### src/pimc_pkg.sv
package pimc_pkg;

    localparam int DEF_MAX_WAITERS = 16;

    typedef enum logic [1:0] {
        KIND_LOCK    = 2'd0,
        KIND_TRYLOCK = 2'd1,
        KIND_UNLOCK  = 2'd2
    } kind_t;

    typedef enum logic [2:0] {
        ST_ACQUIRED  = 3'd0,
        ST_BLOCKED   = 3'd1,
        ST_BUSY      = 3'd2,
        ST_ALREADY   = 3'd3,
        ST_NOT_OWNER = 3'd4,
        ST_RELEASED  = 3'd5,
        ST_FULL      = 3'd6
    } status_t;

    typedef enum logic [1:0] {
        T_IDLE,
        T_TAKE,
        T_FIN
    } top_state_t;

    typedef enum logic [1:0] {
        Q_IDLE,
        Q_SCAN,
        Q_PREP,
        Q_SHIFT
    } q_state_t;

    typedef struct packed {
        logic [3:0] id;
        logic [7:0] pri;
    } entry_t;

    typedef struct packed {
        logic   push;
        logic   take;
        entry_t entry;
    } q_cmd_t;

    typedef struct packed {
        logic   done;
        entry_t best;
    } q_rsp_t;

    typedef struct packed {
        status_t    status;
        logic       boost_valid;
        logic [3:0] boosted_task;
        logic [7:0] boosted_priority;
        logic       restore_valid;
        logic [7:0] restore_priority;
        logic       woken_valid;
        logic [3:0] woken_task;
    } result_t;

endpackage

### src/pimc_queue.sv
module pimc_queue #(
    parameter int MAX_WAITERS = pimc_pkg::DEF_MAX_WAITERS
) (
    input  logic                               clk,
    input  logic                               rst_n,
    input  pimc_pkg::q_cmd_t                   cmd,
    output pimc_pkg::q_rsp_t                   rsp,
    output logic [$clog2(MAX_WAITERS + 1)-1:0] count
);
    import pimc_pkg::*;

    localparam int AW = $clog2(MAX_WAITERS);
    localparam int CW = $clog2(MAX_WAITERS + 1);

    entry_t mem [MAX_WAITERS];
    entry_t rd_data_reg;

    q_state_t      state_reg, state_next;
    logic [CW-1:0] count_reg, count_next;
    logic [AW-1:0] idx_reg, idx_next;
    logic [AW-1:0] best_idx_reg, best_idx_next;
    entry_t        best_reg, best_next;

    logic          wr_en;
    logic [AW-1:0] wr_addr;
    entry_t        wr_data;
    logic [AW-1:0] rd_addr;
    logic [CW-1:0] idx_inc;
    logic [CW-1:0] idx_inc2;
    logic [CW-1:0] best_inc;
    logic          scan_last;
    logic          prep_last;
    logic          shift_last;

    assign idx_inc    = CW'(idx_reg) + CW'(1);
    assign idx_inc2   = CW'(idx_reg) + CW'(2);
    assign best_inc   = CW'(best_idx_reg) + CW'(1);
    assign scan_last  = (idx_inc == count_reg);
    assign prep_last  = (best_inc == count_reg);
    assign shift_last = (idx_inc2 == count_reg);

    always_comb
    begin
        state_next = state_reg;
        unique case (state_reg)
            Q_IDLE:
            begin
                if (cmd.take)
                    state_next = Q_SCAN;
            end
            Q_SCAN:
            begin
                if (scan_last)
                    state_next = Q_PREP;
            end
            Q_PREP:
            begin
                state_next = prep_last ? Q_IDLE : Q_SHIFT;
            end
            Q_SHIFT:
            begin
                if (shift_last)
                    state_next = Q_IDLE;
            end
            default: state_next = Q_IDLE;
        endcase
    end

    always_comb
    begin
        wr_en         = 1'b0;
        wr_addr       = count_reg[AW-1:0];
        wr_data       = cmd.entry;
        rd_addr       = '0;
        count_next    = count_reg;
        idx_next      = idx_reg;
        best_idx_next = best_idx_reg;
        best_next     = best_reg;
        rsp.done      = 1'b0;
        rsp.best      = best_reg;
        unique case (state_reg)
            Q_IDLE:
            begin
                if (cmd.push)
                begin
                    wr_en      = 1'b1;
                    count_next = count_reg + CW'(1);
                end
                idx_next = '0;
            end
            Q_SCAN:
            begin
                // rd_data_reg holds entry idx_reg
                if (idx_reg == '0 || rd_data_reg.pri > best_reg.pri)
                begin
                    best_next     = rd_data_reg;
                    best_idx_next = idx_reg;
                end
                rd_addr  = idx_inc[AW-1:0];
                idx_next = idx_inc[AW-1:0];
            end
            Q_PREP:
            begin
                rd_addr  = best_inc[AW-1:0];
                idx_next = best_idx_reg;
                if (prep_last)
                begin
                    rsp.done   = 1'b1;
                    count_next = count_reg - CW'(1);
                end
            end
            Q_SHIFT:
            begin
                // rd_data_reg holds entry idx_reg + 1
                wr_en    = 1'b1;
                wr_addr  = idx_reg;
                wr_data  = rd_data_reg;
                rd_addr  = idx_inc2[AW-1:0];
                idx_next = idx_inc[AW-1:0];
                if (shift_last)
                begin
                    rsp.done   = 1'b1;
                    count_next = count_reg - CW'(1);
                end
            end
            default: ;
        endcase
    end

    assign count    = count_reg;

    always_ff @(posedge clk)
    begin
        if (wr_en)
            mem[wr_addr] <= wr_data;
        rd_data_reg <= mem[rd_addr];
    end

    always_ff @(posedge clk or negedge rst_n)
    begin
        if (!rst_n)
        begin
            state_reg <= Q_IDLE;
            count_reg <= '0;
        end
        else
        begin
            state_reg <= state_next;
            count_reg <= count_next;
        end
    end

    always_ff @(posedge clk)
    begin
        idx_reg      <= idx_next;
        best_idx_reg <= best_idx_next;
        best_reg     <= best_next;
    end

    assert property (@(posedge clk) disable iff (!rst_n)
        count_reg <= CW'(MAX_WAITERS))
        else $error("waiter count beyond depth");

    assert property (@(posedge clk) disable iff (!rst_n)
        (state_reg == Q_SCAN) |-> (count_reg != '0))
        else $error("scan of an empty queue");

    assert property (@(posedge clk) disable iff (!rst_n)
        (state_reg == Q_SHIFT) |-> (idx_inc < count_reg))
        else $error("compaction past the queue tail");

    assert property (@(posedge clk) disable iff (!rst_n)
        (cmd.push && state_reg == Q_IDLE) |-> (count_reg < CW'(MAX_WAITERS)))
        else $error("push into a full queue");

endmodule

### src/priority_inheritance_mutex_core.sv
// channel  dir  tdata                                      tuser        tlast
// s_axis   in   task_id, task_priority                     kind         -
// m_axis   out  boost/boosted_task/boosted_priority,       status       -
//               restore/restore_priority, woken/woken_task
//
// lock, trylock, refused or idle-queue unlock: result registered
// unlock with n waiters: paced by the queue memory port
//   (one entry read per cycle for the best-priority scan, then the compaction)
// no request is taken while an unlock works or while a result waits unread
// reset: mutex free, queue empty; queue memory contents are not cleared
module priority_inheritance_mutex_core #(
    parameter int MAX_WAITERS = pimc_pkg::DEF_MAX_WAITERS
) (
    input  logic        clk,
    input  logic        rst_n,
    input  logic        s_tvalid,
    output logic        s_tready,
    input  logic [15:0] s_tdata,   // task_id, task_priority
    input  logic [1:0]  s_tuser,   // kind
    output logic        m_tvalid,
    input  logic        m_tready,
    output logic [31:0] m_tdata,   // boost_valid, boosted_task, boosted_priority,
                                   // restore_valid, restore_priority, woken_valid,
                                   // woken_task
    output logic [2:0]  m_tuser    // status
);
    import pimc_pkg::*;

    localparam int CW = $clog2(MAX_WAITERS + 1);

    top_state_t state_reg, state_next;
    logic       held_reg, held_next;
    logic [3:0] owner_reg, owner_next;
    logic [7:0] owner_pri_reg, owner_pri_next;
    logic       boosted_reg, boosted_next;
    logic [7:0] saved_reg, saved_next;
    logic       rv_reg, rv_next;
    logic [7:0] rp_reg, rp_next;
    logic       out_valid_reg, out_valid_next;
    result_t    out_reg, out_next;

    q_cmd_t        qcmd;
    q_rsp_t        qrsp;
    logic [CW-1:0] qcount;

    logic       accept;
    logic       out_free;
    kind_t      kind;
    logic [3:0] req_id;
    logic [7:0] req_pri;
    result_t    res;

    assign kind     = kind_t'(s_tuser);
    assign req_id   = s_tdata[3:0];
    assign req_pri  = s_tdata[11:4];
    assign out_free = !out_valid_reg || m_tready;
    assign s_tready = (state_reg == T_IDLE) && out_free;
    assign accept   = s_tvalid && s_tready;

    pimc_queue #(
        .MAX_WAITERS(MAX_WAITERS)
    ) u_queue (
        .clk   (clk),
        .rst_n (rst_n),
        .cmd   (qcmd),
        .rsp   (qrsp),
        .count (qcount)
    );

    always_comb
    begin
        state_next = state_reg;
        unique case (state_reg)
            T_IDLE:
            begin
                if (accept && kind == KIND_UNLOCK && held_reg && owner_reg == req_id
                    && qcount != '0)
                    state_next = T_TAKE;
            end
            T_TAKE:
            begin
                if (qrsp.done)
                    state_next = T_FIN;
            end
            T_FIN:
            begin
                if (out_free)
                    state_next = T_IDLE;
            end
            default: state_next = T_IDLE;
        endcase
    end

    always_comb
    begin
        held_next      = held_reg;
        owner_next     = owner_reg;
        owner_pri_next = owner_pri_reg;
        boosted_next   = boosted_reg;
        saved_next     = saved_reg;
        rv_next        = rv_reg;
        rp_next        = rp_reg;
        out_valid_next = out_valid_reg && !m_tready;
        out_next       = out_reg;
        res            = '0;
        qcmd.push      = 1'b0;
        qcmd.take      = 1'b0;
        qcmd.entry.id  = req_id;
        qcmd.entry.pri = req_pri;
        unique case (state_reg)
            T_IDLE:
            begin
                if (accept)
                begin
                    unique case (kind) inside
                        KIND_LOCK, KIND_TRYLOCK:
                        begin
                            out_valid_next = 1'b1;
                            if (!held_reg)
                            begin
                                held_next      = 1'b1;
                                owner_next     = req_id;
                                owner_pri_next = req_pri;
                                boosted_next   = 1'b0;
                                res.status     = ST_ACQUIRED;
                            end
                            else if (kind == KIND_TRYLOCK)
                                res.status = ST_BUSY;
                            else if (owner_reg == req_id)
                                res.status = ST_ALREADY;
                            else if (qcount >= CW'(MAX_WAITERS))
                                res.status = ST_FULL;
                            else
                            begin
                                qcmd.push  = 1'b1;
                                res.status = ST_BLOCKED;
                                if (req_pri > owner_pri_reg)
                                begin
                                    if (!boosted_reg)
                                    begin
                                        saved_next   = owner_pri_reg;
                                        boosted_next = 1'b1;
                                    end
                                    owner_pri_next       = req_pri;
                                    res.boost_valid      = 1'b1;
                                    res.boosted_task     = owner_reg;
                                    res.boosted_priority = req_pri;
                                end
                            end
                            out_next = res;
                        end
                        KIND_UNLOCK:
                        begin
                            if (!held_reg || owner_reg != req_id)
                            begin
                                res.status     = ST_NOT_OWNER;
                                out_valid_next = 1'b1;
                                out_next       = res;
                            end
                            else
                            begin
                                res.status = ST_RELEASED;
                                if (boosted_reg)
                                begin
                                    res.restore_valid    = 1'b1;
                                    res.restore_priority = saved_reg;
                                    boosted_next         = 1'b0;
                                    saved_next           = '0;
                                end
                                if (qcount != '0)
                                begin
                                    qcmd.take = 1'b1;
                                    rv_next   = res.restore_valid;
                                    rp_next   = res.restore_priority;
                                end
                                else
                                begin
                                    held_next      = 1'b0;
                                    owner_next     = '0;
                                    owner_pri_next = '0;
                                    out_valid_next = 1'b1;
                                    out_next       = res;
                                end
                            end
                        end
                        default: ;
                    endcase
                end
            end
            T_TAKE:
            begin
                if (qrsp.done)
                begin
                    owner_next     = qrsp.best.id;
                    owner_pri_next = qrsp.best.pri;
                end
            end
            T_FIN:
            begin
                if (out_free)
                begin
                    res.status           = ST_RELEASED;
                    res.restore_valid    = rv_reg;
                    res.restore_priority = rp_reg;
                    res.woken_valid      = 1'b1;
                    res.woken_task       = owner_reg;
                    out_valid_next       = 1'b1;
                    out_next             = res;
                end
            end
            default: ;
        endcase
    end

    assign m_tvalid = out_valid_reg;
    assign m_tuser  = out_reg.status;
    assign m_tdata  = {5'd0, out_reg.woken_task, out_reg.woken_valid,
                       out_reg.restore_priority, out_reg.restore_valid,
                       out_reg.boosted_priority, out_reg.boosted_task,
                       out_reg.boost_valid};

    always_ff @(posedge clk or negedge rst_n)
    begin
        if (!rst_n)
        begin
            state_reg     <= T_IDLE;
            held_reg      <= 1'b0;
            owner_reg     <= '0;
            owner_pri_reg <= '0;
            boosted_reg   <= 1'b0;
            saved_reg     <= '0;
            out_valid_reg <= 1'b0;
        end
        else
        begin
            state_reg     <= state_next;
            held_reg      <= held_next;
            owner_reg     <= owner_next;
            owner_pri_reg <= owner_pri_next;
            boosted_reg   <= boosted_next;
            saved_reg     <= saved_next;
            out_valid_reg <= out_valid_next;
        end
    end

    always_ff @(posedge clk)
    begin
        rv_reg  <= rv_next;
        rp_reg  <= rp_next;
        out_reg <= out_next;
    end

    assert property (@(posedge clk) disable iff (!rst_n)
        !held_reg |-> (qcount == '0))
        else $error("waiters queued on a free mutex");

    assert property (@(posedge clk) disable iff (!rst_n)
        qrsp.done |-> (state_reg == T_TAKE))
        else $error("queue handover outside an unlock");

    assert property (@(posedge clk) disable iff (!rst_n)
        (state_reg == T_TAKE) |-> (held_reg && !boosted_reg))
        else $error("handover with mutex free or still boosted");

    assert property (@(posedge clk) disable iff (!rst_n)
        (boosted_reg && state_reg == T_IDLE) |-> (owner_pri_reg > saved_reg))
        else $error("boosted owner not above its saved priority");

endmodule

### config.mk
export PLATFORM = sky130hd
export DESIGN_NAME = priority_inheritance_mutex_core
export DESIGN_NICKNAME = d
export VERILOG_FILES = /design/src/pimc_pkg.sv /design/src/pimc_queue.sv /design/src/priority_inheritance_mutex_core.sv
export SDC_FILE = /design/constraint.sdc
export NUM_CORES = 1
export LEC_CHECK = 0
export ABC_AREA = 1
export BUFFER_PORTS_ARGS = -buffer_cell sky130_fd_sc_hd__buf_4
export CAP_MARGIN = 25
export CORE_MARGIN = 1.5
export CORE_UTILIZATION = 60
export DETAILED_ROUTE_END_ITERATION = 7
export PLACE_DENSITY = 0.78
export SYNTH_ARGS = -nofsm -noshare
export SYNTH_HDL_FRONTEND = slang
export SYNTH_SLANG_ARGS = --single-unit
### constraint.sdc
create_clock -name clk -period 4.1 [get_ports clk]
set_input_delay 0.41 -clock clk [delete_from_list [all_inputs] [get_ports clk]]
set_output_delay 0.41 -clock clk [all_outputs]
set_load 0.05 [all_outputs]
# Word-level counts from Yosys, hierarchy flattened
# Memories as Yosys holds them, arrays and structs flattened. A register that Yosys moved wholly into a read port is not among the register bits.
# Index checks and enable logic that the tools add are counted.
[op_classes]
add_sub_neg = 5
order_cmp = 3
eq_ne = 43
muxes = 93
bitwise = 1
n_reduce_logical = 35
[ops]
columns = ["cell", "count"]
rows = [
  ["8-bit two-way mux", 17],
  ["30-bit two-way mux", 4],
  ["30-bit one-hot mux with 2 select lines", 2],
  ["13-bit two-way mux", 5],
  ["8-bit one-hot mux with 2 select lines", 3],
  ["2-bit != test, second input constant", 14],
  ["1-bit two-way mux", 25],
  ["4-bit two-way mux", 6],
  ["4-bit one-hot mux with 3 select lines", 2],
  ["3-bit != test, second input constant", 7],
  ["2-bit two-way mux", 9],
  ["8-bit > comparator", 2],
  ["4-bit != test, second input constant", 4],
  ["4-bit one-hot mux with 2 select lines", 2],
  ["5-bit equality test", 3],
  ["5-bit two-way mux", 3],
  ["5-bit one-hot mux with 3 select lines", 1],
  ["5-bit AND reduction", 3],
  ["12-bit two-way mux", 1],
  ["3-bit two-way mux", 4],
  ["1-bit one-hot mux with 2 select lines", 6],
  ["11-bit AND reduction", 1],
  ["4-bit by 1-bit adder with 5-bit output, second input constant", 2],
  ["10-bit AND reduction", 1],
  ["other kinds (29)", 53],
]
[word_totals]
reg_bits = 91
ram_bits = 192
inputBits = 22
output_inout_bits = 37
word_cells = 204
mem_count = 1
[memory_table]
columns = ["name", "words", "width", "read_ports", "rd_clocked_by_memory_dff", "write_ports", "line", "rtl"]
rows = [
  ["u_queue.mem", 16, 12, 1, 1, 1, "pimc_queue.sv:15", "entry_t mem [MAX_WAITERS];"],
]

# Depth between registers and ports, before layout
[logic_depth]
word_depth = 12
mapped_depth = 14
ltp_nobuf = 14

# Hierarchy
# From an unflattened synthesis, not the netlist that was laid out.
[hier_totals]
hier_cells = 1420
area_unflattened_um2 = 14024.7
[modules_own_cells]
columns = ["module", "n_inst", "cells_per_inst", "area_per_inst_um2", "seq_area_each_um2"]
rows = [
  ["pimc_queue", 1, 1037, 10730.3, 6741.5],
  ["priority_inheritance_mutex_core", 1, 383, 3294.4, 1796.7],
]

# Least setup slack after synthesis
# OpenSTA, ideal clock, no wires.
[synth_path]
kind = "register to register"
start = "register out_valid_reg, in the netlist m_tvalid"
end = "memory u_queue.mem[12][0] in the netlist's numbering, enable pin"
setup_time_ns = 0.396
arrival_ns = 2.330
required_time_ns = 3.704
slack_ns = 1.374
path_stages_with_launch = 9
path_buffers = 1
path_cell_list = "dfrtp_1 -> nand2_1 -> nand3_4 -> nor3_2 -> nand3_1 -> nor2_2 -> o21bai_4 -> buf_6 -> nor3_1"
[synth_via]
elab_chain_len = 10
[synth_rtl]
columns = ["element", "line", "rtl"]
rows = [
  ["from (decl)", "priority_inheritance_mutex_core.sv:39", "logic out_valid_reg, out_valid_next;"],
  ["from (signal assigned)", "priority_inheritance_mutex_core.sv:242", "out_valid_reg <= out_valid_next;"],
  ["1-bit logical NOT", "priority_inheritance_mutex_core.sv:56", "assign out_free = !out_valid_reg || m_tready;"],
  ["1-bit logical OR", "priority_inheritance_mutex_core.sv:56", ""],
  ["1-bit logical AND", "priority_inheritance_mutex_core.sv:57", "assign s_tready = (state_reg == T_IDLE) && out_free;"],
  ["1-bit logical AND", "priority_inheritance_mutex_core.sv:58", "assign accept = s_tvalid && s_tready;"],
  ["2-bit two-way mux", "priority_inheritance_mutex_core.sv:113", "if (accept)"],
  ["2-bit two-way mux", "priority_inheritance_mutex_core.sv:110", "unique case (state_reg)"],
  ["1-bit two-way mux", "pimc_queue.sv:84", "if (cmd.push)"],
  ["1-bit one-hot mux with 2 select lines", "pimc_queue.sv:81", "unique case (state_reg)"],
  ["1-bit two-way mux", "pimc_queue.sv:134", "if (wr_en)"],
  ["1-bit two-way mux (implied by the code)", "pimc_queue.sv:135", "mem[wr_addr] <= wr_data;"],
  ["to (decl)", "pimc_queue.sv:15", ""],
]
# No other way between the ends.

# Worst setup path after layout
[layout_path]
start = "register u_queue.state_reg[0]"
end = "register, netlist name u_queue.rd_data_reg[6]"
[layout_via]
elab_chain_len = 2
elab_cells_between_ends = 4
[layout_rtl]
columns = ["element", "line", "rtl"]
rows = [
  ["from (decl)", "pimc_queue.sv:18", "q_state_t state_reg, state_next;"],
  ["from (signal assigned)", "pimc_queue.sv:148", "state_reg <= state_next;"],
  ["2-bit equality test / 2-bit by 1-bit equality test with 1-bit output (equally long branches)", "pimc_queue.sv:81", ""],
  ["4-bit one-hot mux with 3 select lines *", "pimc_queue.sv:81", ""],
]
# Mark *: on every way between the ends. The rest lies on a longest branch, timed or not.
# A chain may end at the register's enable or synchronous reset.

==> out/metrics.yaml <==
combPwrFrac_pct: 39.0
critPathMaxStageDelay_ns: 0.44
gp_congestion: 0.848
synth-seq-cells: 295
cts_sinks: 295
period_share_pct: 76.7
row_count: 54
nFillCells: 1584
rsz0062_at_grt: "false"
ys_seq_area_share_pct: 63.1
syn_area_sq_um: 13500
async_flop_share_pct: 10.8
switching_power_uw: 4550
worstMarginPinSlew_ns: 0.782
synth_edf_count: 247
use_met3_pct: 3.32
drive_gt1_share_pct: 12.9
crit_path_max_fanout: 68
leakagePower_uw: 0.00630
wl_per_cell_um: 17.6
power_density_nw_per_um2: 750
io-pin-count: 59
relSlewSlack_pct: 47.9
place_ws_ns: 0.974
setup_viol: 0
synth_cell_types: 45
drc: 8
synth_ff_type: "edfxtp_1"
max_cap_viol_count: 0
setup.worst_path.end_class: "flop"
period_needed_ns: 3.15
busiest_layer: "met2"
initial_utilization_pct: 61.7
tns_ns: 0
antenna_found_initial: 0
critPathLaunchType: "flop"
nets: 1412
largest_reg_flops: 192
skew_ns: 0.0250
cp_top_family: "simple AND/OR/NAND/NOR gates"
hold_class: "in2reg"
fmax_mhz: 318
p_seq_share_pct: 37.6
cts_resized: 0
first_pass_iters: 8
internal-power_uw: 6910
p_clk_share_pct: 23.4
grtUsageTotal_pct: 25.3
portBuffers: 49
wl_um: 29300
drt_iter0_markers: 691
crit_type: "reg2reg"
yosysWarnings: 0
grt_max_degree: 69
grt_util_met1_pct: 32.9
dieHeight_um: 153
slowest_stage: "dfrtp_1"
arrival_ns: 3.60
cts_made_buffers: 29
core_area_sq_um: 22000
syn2layout_area_growth_pct: 12.9
crit_path_cell_trace: "inv_1, ha_1, nand2_1, nand3_2, buf_4, nand2_4, buf_4, or2_1, o211ai_1, nand3_1, nand3_1, nand2_1"
dieArea_sq_um: 23500
clockBufferDepth: 3
status: "finished with violations"
fin_area_sq_um: 15300
fin_ws_ns: 0.954
dpl_cell_area_sq_um: 14300
hold_viol: 0
viasPerCell: 5.63
drt.antenna.violating_nets: 0
dp_hpwl_um: 19200
grt-ovfl-total: 0
swShare_pct: 39.7
syn_area_per_cell_sq_um: 10.5
top_register: "u_queue.mem"
chipWidth_um: 153
path_buf_inv: 3
cts_root_buffer: "clkbuf_16"
cts_max_level: 1
cts_tree: "yes"
ir_drop_mv: 0.436
num_antenna_cells: 0
cts.clk_slew.worst_paths_ns: 0.06
synth_cells: 1294
vias: 9374
gr-usage-met2_pct: 43.4
grt_pass1_wl_um: 46000
clock_latency_ns: 0.57
maxSlewViolCount: 0
failed_checks: "DRC"
grt_pass1_vias: 8892
required_ns: 4.56
==> synth_stat cells (all sizes together) (12+ instances only) <==
| master | n | share of area, % |
|---|---|---|
| ha | 28 | 2.6 |
| nand4 | 28 | 1.3 |
| o21ai | 70 | 2.6 |
| dfxtp | 16 | 2.4 |
| a21oi | 19 | 0.73 |
| dfrtp | 32 | 5.9 |
| edfxtp | 247 | 55 |
| nor2 | 103 | 3.1 |
| inv | 164 | 4.5 |
| buf | 48 | 2.2 |
| nand2 | 292 | 8.2 |
| nor3 | 18 | 0.70 |
| nand3 | 107 | 4.4 |
| or2 | 12 | 0.55 |
| o211ai | 75 | 4.2 |
==> placed cells by master (no fill, tap or decap), types with 2 or more instances in the layout <==
cell and count:
inv_1 154, nand2_1 287, dfrtp_1 32, o31ai_1 5, nor2_2 6, nand3_4 2, o211ai_1 74, bufinv_16 2
clkinv_2 4, nor2_1 95, o21ai_1 9, buf_4 88, clkbuf_1 8, or2_1 12, edfxtp_1 247, inv_2 10
nand2_2 4, dfxtp_1 16, nand3_2 7, o21ai_0 61, nor3_2 8, a21oi_1 18, clkbuf_16 29, nand3_1 98
nor3_1 10, xor2_1 7, ha_1 28, conb_1 5, clkbuf_8 8, nor2_4 2, clkinv_1 5, nand4_1 27
==> metrics by stage <==
step	total power [uW]	utilization, %	hold WS, ns	std cells
global route	12100	69.6	0.116	1664
detailed placement	8800	65.1	0.383	1609
global placement	8600	65.0	0.372	1608
finish	11500	69.6	0.120	1664
floorplan	7620	-	0.114	1298
CTS	11500	69.6	0.0970	1664
==> power by group through the flow <==
| stage | sequential, uW | clock (uW) | combinational [uW] |
|---|---|---|---|
| final | 4310 | 2680 | 4470 |
| after global routing | 4370 | 2810 | 4960 |
| after CTS | 4310 | 2710 | 4470 |
| after detailed placement | 4360 | 0 | 4440 |
| after global placement | 4340 | 0 | 4250 |
| after floorplan | 4570 | 0 | 3050 |
==> cell families (layout without fill, tap and decap cells) <==
family / Yosys count / in the layout / share of synthesized area [%]
fa+ha+maj: 29 / 29 / 2.74
xor+xnor: 8 / 8 / 0.518
other cells: 1 / 5 / 0.0277
flops: 295 / 295 / 63.1
compound gates: 175 / 175 / 8.24
simple gates: 561 / 561 / 18.3
buf+inv: 225 / 311 / 7.08
==> area by class of cell <==
| type | instances | area, sq um | share of cell area, % |
|---|---|---|---|
| tap | 280 | 350 | 2.29 |
| multi-input combinational | 778 | 4090 | 26.8 |
| clock buffer | 45 | 866 | 5.67 |
| clock inverter | 9 | 108 | 0.704 |
| timing repair buffer | 90 | 698 | 4.57 |
| sequential | 295 | 8540 | 55.9 |
| inverter | 167 | 627 | 4.10 |
==> routing by layer <==
metal | share of wire (%) | routed length [um] | up-vias
met5 | 0 | 0 | -
met4 | 3.2 | 935 | 0
met3 | 6.7 | 1970 | 68
met2 | 50 | 14600 | 319
met1 | 40 | 11900 | 4424
li1 | - | - | 4563
==> timing repair <==
item | 4_1_cts | 5_1_grt
hold buffers | 1 | 0
setup buffers | 0 | 0
endpoints found under the hold margin | 32 | 0
==> path summary, 6_finish.rpt <==
check	slack (ns)	cells past startpoint	start	endpoint
max	0.95	12	u_queue.state_reg[0]	u_queue.rd_data_reg[6]
min	0.12	2	s_tuser[1]	held_reg
max reg2reg	0.95	12	u_queue.state_reg[0]	u_queue.rd_data_reg[6]
min reg2reg	0.43	0	u_queue.rd_data_reg[10]	u_queue.rsp[10]
max in group asynchronous	3.43	2	rst_n	m_tvalid
min in group asynchronous	0.34	2	rst_n	u_queue.count[1]
(Power assumes the default switching activity.)
